### src/hdl/trra_ram.sv
// ---------------------------------------------------------------------------
// Generic RAM
// One write port and one read port with registered read data.
// ---------------------------------------------------------------------------
module trra_ram #(
    parameter int WIDTH = 8,
    parameter int DEPTH = 16
) (
    input  logic                     i_clk,
    input  logic                     i_we,
    input  logic [$clog2(DEPTH)-1:0] i_waddr,
    input  logic [WIDTH-1:0]         i_wdata,
    input  logic [$clog2(DEPTH)-1:0] i_raddr,
    output logic [WIDTH-1:0]         o_rdata
);

    logic [WIDTH-1:0] r_mem [DEPTH];
    logic [WIDTH-1:0] r_rdata;

    always_ff @(posedge i_clk) begin
        if (i_we) begin
            r_mem[i_waddr] <= i_wdata;
        end
        r_rdata <= r_mem[i_raddr];
    end

    assign o_rdata = r_rdata;

endmodule

### config.mk
export PLATFORM = sky130hd
export DESIGN_NAME = trra_ram
export DESIGN_NICKNAME = d
export VERILOG_FILES = /design/src/hdl/trra_ram.sv
export SDC_FILE = /design/constraint.sdc
export NUM_CORES = 1
export LEC_CHECK = 0
export ABC_AREA = 1
export BUFFER_PORTS_ARGS = -buffer_cell sky130_fd_sc_hd__buf_2
export CORE_MARGIN = 2
export CORE_UTILIZATION = 29
export DETAILED_ROUTE_END_ITERATION = 6
export SYNTH_ARGS = -nofsm -noshare
export SYNTH_HDL_FRONTEND = slang
export SYNTH_SLANG_ARGS = --single-unit
### constraint.sdc
create_clock -name i_clk -period 2.6 [get_ports i_clk]
set_input_delay 0 -clock i_clk [delete_from_list [all_inputs] [get_ports i_clk]]
set_output_delay 0 -clock i_clk [all_outputs]
set_load 0.01 [all_outputs]
==> impl_metrics.json <==
{
  "outcome": "finished clean",
  "detail-route-antenna-nets": 0,
  "via_per_inst": 4.39,
  "path_clk_slew_ps": 60,
  "finalWirelength_um": 13600,
  "end_kind": "flip-flop",
  "arrival_ps": 1360,
  "fin_skew_ps": 5.48,
  "grt_pass1_wl_um": 20900,
  "start_kind": "flip-flop",
  "core_um2": 19500,
  "antenna_found_initial": 0,
  "final_core_util": 0.344,
  "powerDensity_nw_per_um2": 760,
  "async_flop_share": 0,
  "n_fill_cell": 1964,
  "ys.warnings.count": 0,
  "synthToLayoutAreaGrowth_pct": 16.0,
  "slowest_stage": "edfxtp_1",
  "worst_pin_slew_ps": 895,
  "finalCritPeriodShare": 0.406,
  "cts.repair.resized": 0,
  "synth_enable_flop_cells": 128,
  "worstSetupPathType": "reg2reg",
  "timing.setup.tns_ps": 0,
  "stdcell_area_um2": 6690,
  "path_cells": "inv_1 -> nand2_1 -> nand3_1 -> nand3_1 -> nand3_1 -> nand2_1",
  "die_area_um2": 21000,
  "synthTopCellsByCount": "nand2_1 (173), edfxtp_1 (128), inv_1 (100), nand3_1 (97), nor2_1 (17)",
  "track_usage": 0.134,
  "crit_start": "r_mem[9][6]",
  "seq_area_frac_synth": 0.694,
  "synth.cell_area_um2": 5770,
  "cts.sink_count": 136,
  "peakVddDrop_v": 0.000397,
  "period_needed_ps": 1060,
  "crit_required_ps": 2910,
  "final_max_slew_viol_count": 0,
  "diodes": 0,
  "detail_route.wl_per_cell_um": 15.9,
  "drc": 0,
  "drt_iter0_drc": 313,
  "first_pass_iters": 6,
  "cts_max_path_buffers": 2,
  "finalSetupViolCount": 0,
  "insertion_delay_ps": 420,
  "cpMostUsedCell": "nand3_1",
  "slew_headroom": 0.401,
  "crit_fanout": 1,
  "cts_made_buffers": 17,
  "fin_nets": 596,
  "cts_tree": "built",
  "power_leakage_uw": 0.00283,
  "drive_gt1_frac": 0.0932,
  "hold_viol_final": 0,
  "first_global_vias": 3674,
  "yosysTopAreaCellShare": 0.667,
  "grt_overflow_total": 0,
  "ys_ff_latch": 136,
  "syn_inst": 551,
  "max_freq_mhz": 947,
  "place.detailed.hpwl_um": 8240,
  "netlist.top_cell.by_area": "edfxtp_1",
  "yosysMostFrequentCell": "nand2_1",
  "synth-main-ff-cell": "edfxtp_1",
  "crit_path_max_incr_delay_ps": 350,
  "synth.avg_cell_area_um2": 10.5,
  "ys_types": 12,
  "die_x_um": 145,
  "start_util": 0.296,
  "dieHeight_um": 145,
  "dp_cells": 822,
  "synth_area_leaders": "edfxtp_1 (67%), nand2_1 (11%), nand3_1 (8.4%)",
  "ios": 26,
  "rows": 51,
  "rsz0062_at_grt": "no",
  "hp-start": "i_wdata[0]",
  "vias": 3751,
  "syn_nets": 569,
  "cts-htree-levels": 4,
  "hp-class": "in2reg",
  "regToRegStartpoint": "r_mem[9][6]",
  "postPlaceCellArea_um2": 6110,
  "cts_root_buffer": "clkbuf_16",
  "cap_viol_max_count": 0,
  "port_buffers": 25,
  "gp_congestion": 0.791,
  "grt_max_degree": 65,
  "finalNonFillerCells": 855
}
-- worst paths after layout --
path	to	slack [ps]	depth (start not counted)
min	r_mem[6][0]	10	1
max reg2reg	o_rdata[6]	1540	6
min reg2reg	o_rdata[1]	660	6
max	o_rdata[6]	1540	6
-- cell usage in the layout, fill, tap and decap left out, drive strengths merged --
cell           n
edfxtp       128
nor2          17
nand3         97
dfxtp          8
clkbuf        27
nand3b         2
bufinv         2
dlygate4sd3    2
inv          102
clkinv         2
buf           30
nand2        173
-- through the flow --
step | worst slack, ps | total power, uW | hold slack [ps]
after floorplan | 1650 | 2690 | 98.9
after global placement | 1180 | 2810 | 363
after detailed placement | 1170 | 2820 | 366
after CTS | 1530 | 5110 | 6.41
after global routing | 1450 | 5240 | 15.8
final | 1540 | 5080 | 10.9
-- report_power, final --
| part | switching (uW) | total (uW) | leakage (uW) | internal (uW) |
|---|---|---|---|---|
| clock | 835 | 2310 | 0.000273 | 1480 |
| sequential | 19.5 | 2470 | 0.00122 | 2450 |
| combinational | 217 | 300 | 0.00133 | 82.6 |
-- layout make-up --
type | count | area [um2] | area share
inverters | 102 | 383 | 0.0572
clock inverters | 4 | 68.8 | 0.0103
clock buffers | 27 | 493 | 0.0737
flip-flops and latches | 136 | 4000 | 0.599
well taps | 265 | 332 | 0.0496
multi-input cells | 289 | 1210 | 0.181
repair buffers | 32 | 195 | 0.0292
-- registers in the layout, indices dropped and copies added, names as in the netlist --
| signal | count |
|---|---|
| o_rdata | 8 |
| r_mem | 128 |
-- cell families after synthesis --
kind of cell / share of synthesized area
flops: 0.694
buf+inv: 0.0952
simple gates: 0.210
-- routing by layer --
layer | GRT usage | vias to the layer above | routed length (um)
met1 | 0.176 | 1756 | 6140
met2 | 0.208 | 145 | 6270
met4 | 0.0653 | 0 | 366
met5 | 0 | - | 0
met3 | 0.0311 | 26 | 826
li1 | - | 1824 | -
-- repair_timing --
item | CTS | global route
setup buffers | 0 | 0
hold buffers | 2 | 0
endpoints found under the hold margin | 23 | 0
-- critical path, delay by kind of cell (launching register included) --
| kind | cells | cell delay (ps) |
|---|---|---|
| AND/OR/NAND/NOR | 5 | 520 |
| flip-flops | 1 | 350 |
| buffers and inverters | 1 | 60 |
(Power assumes the default switching activity.)
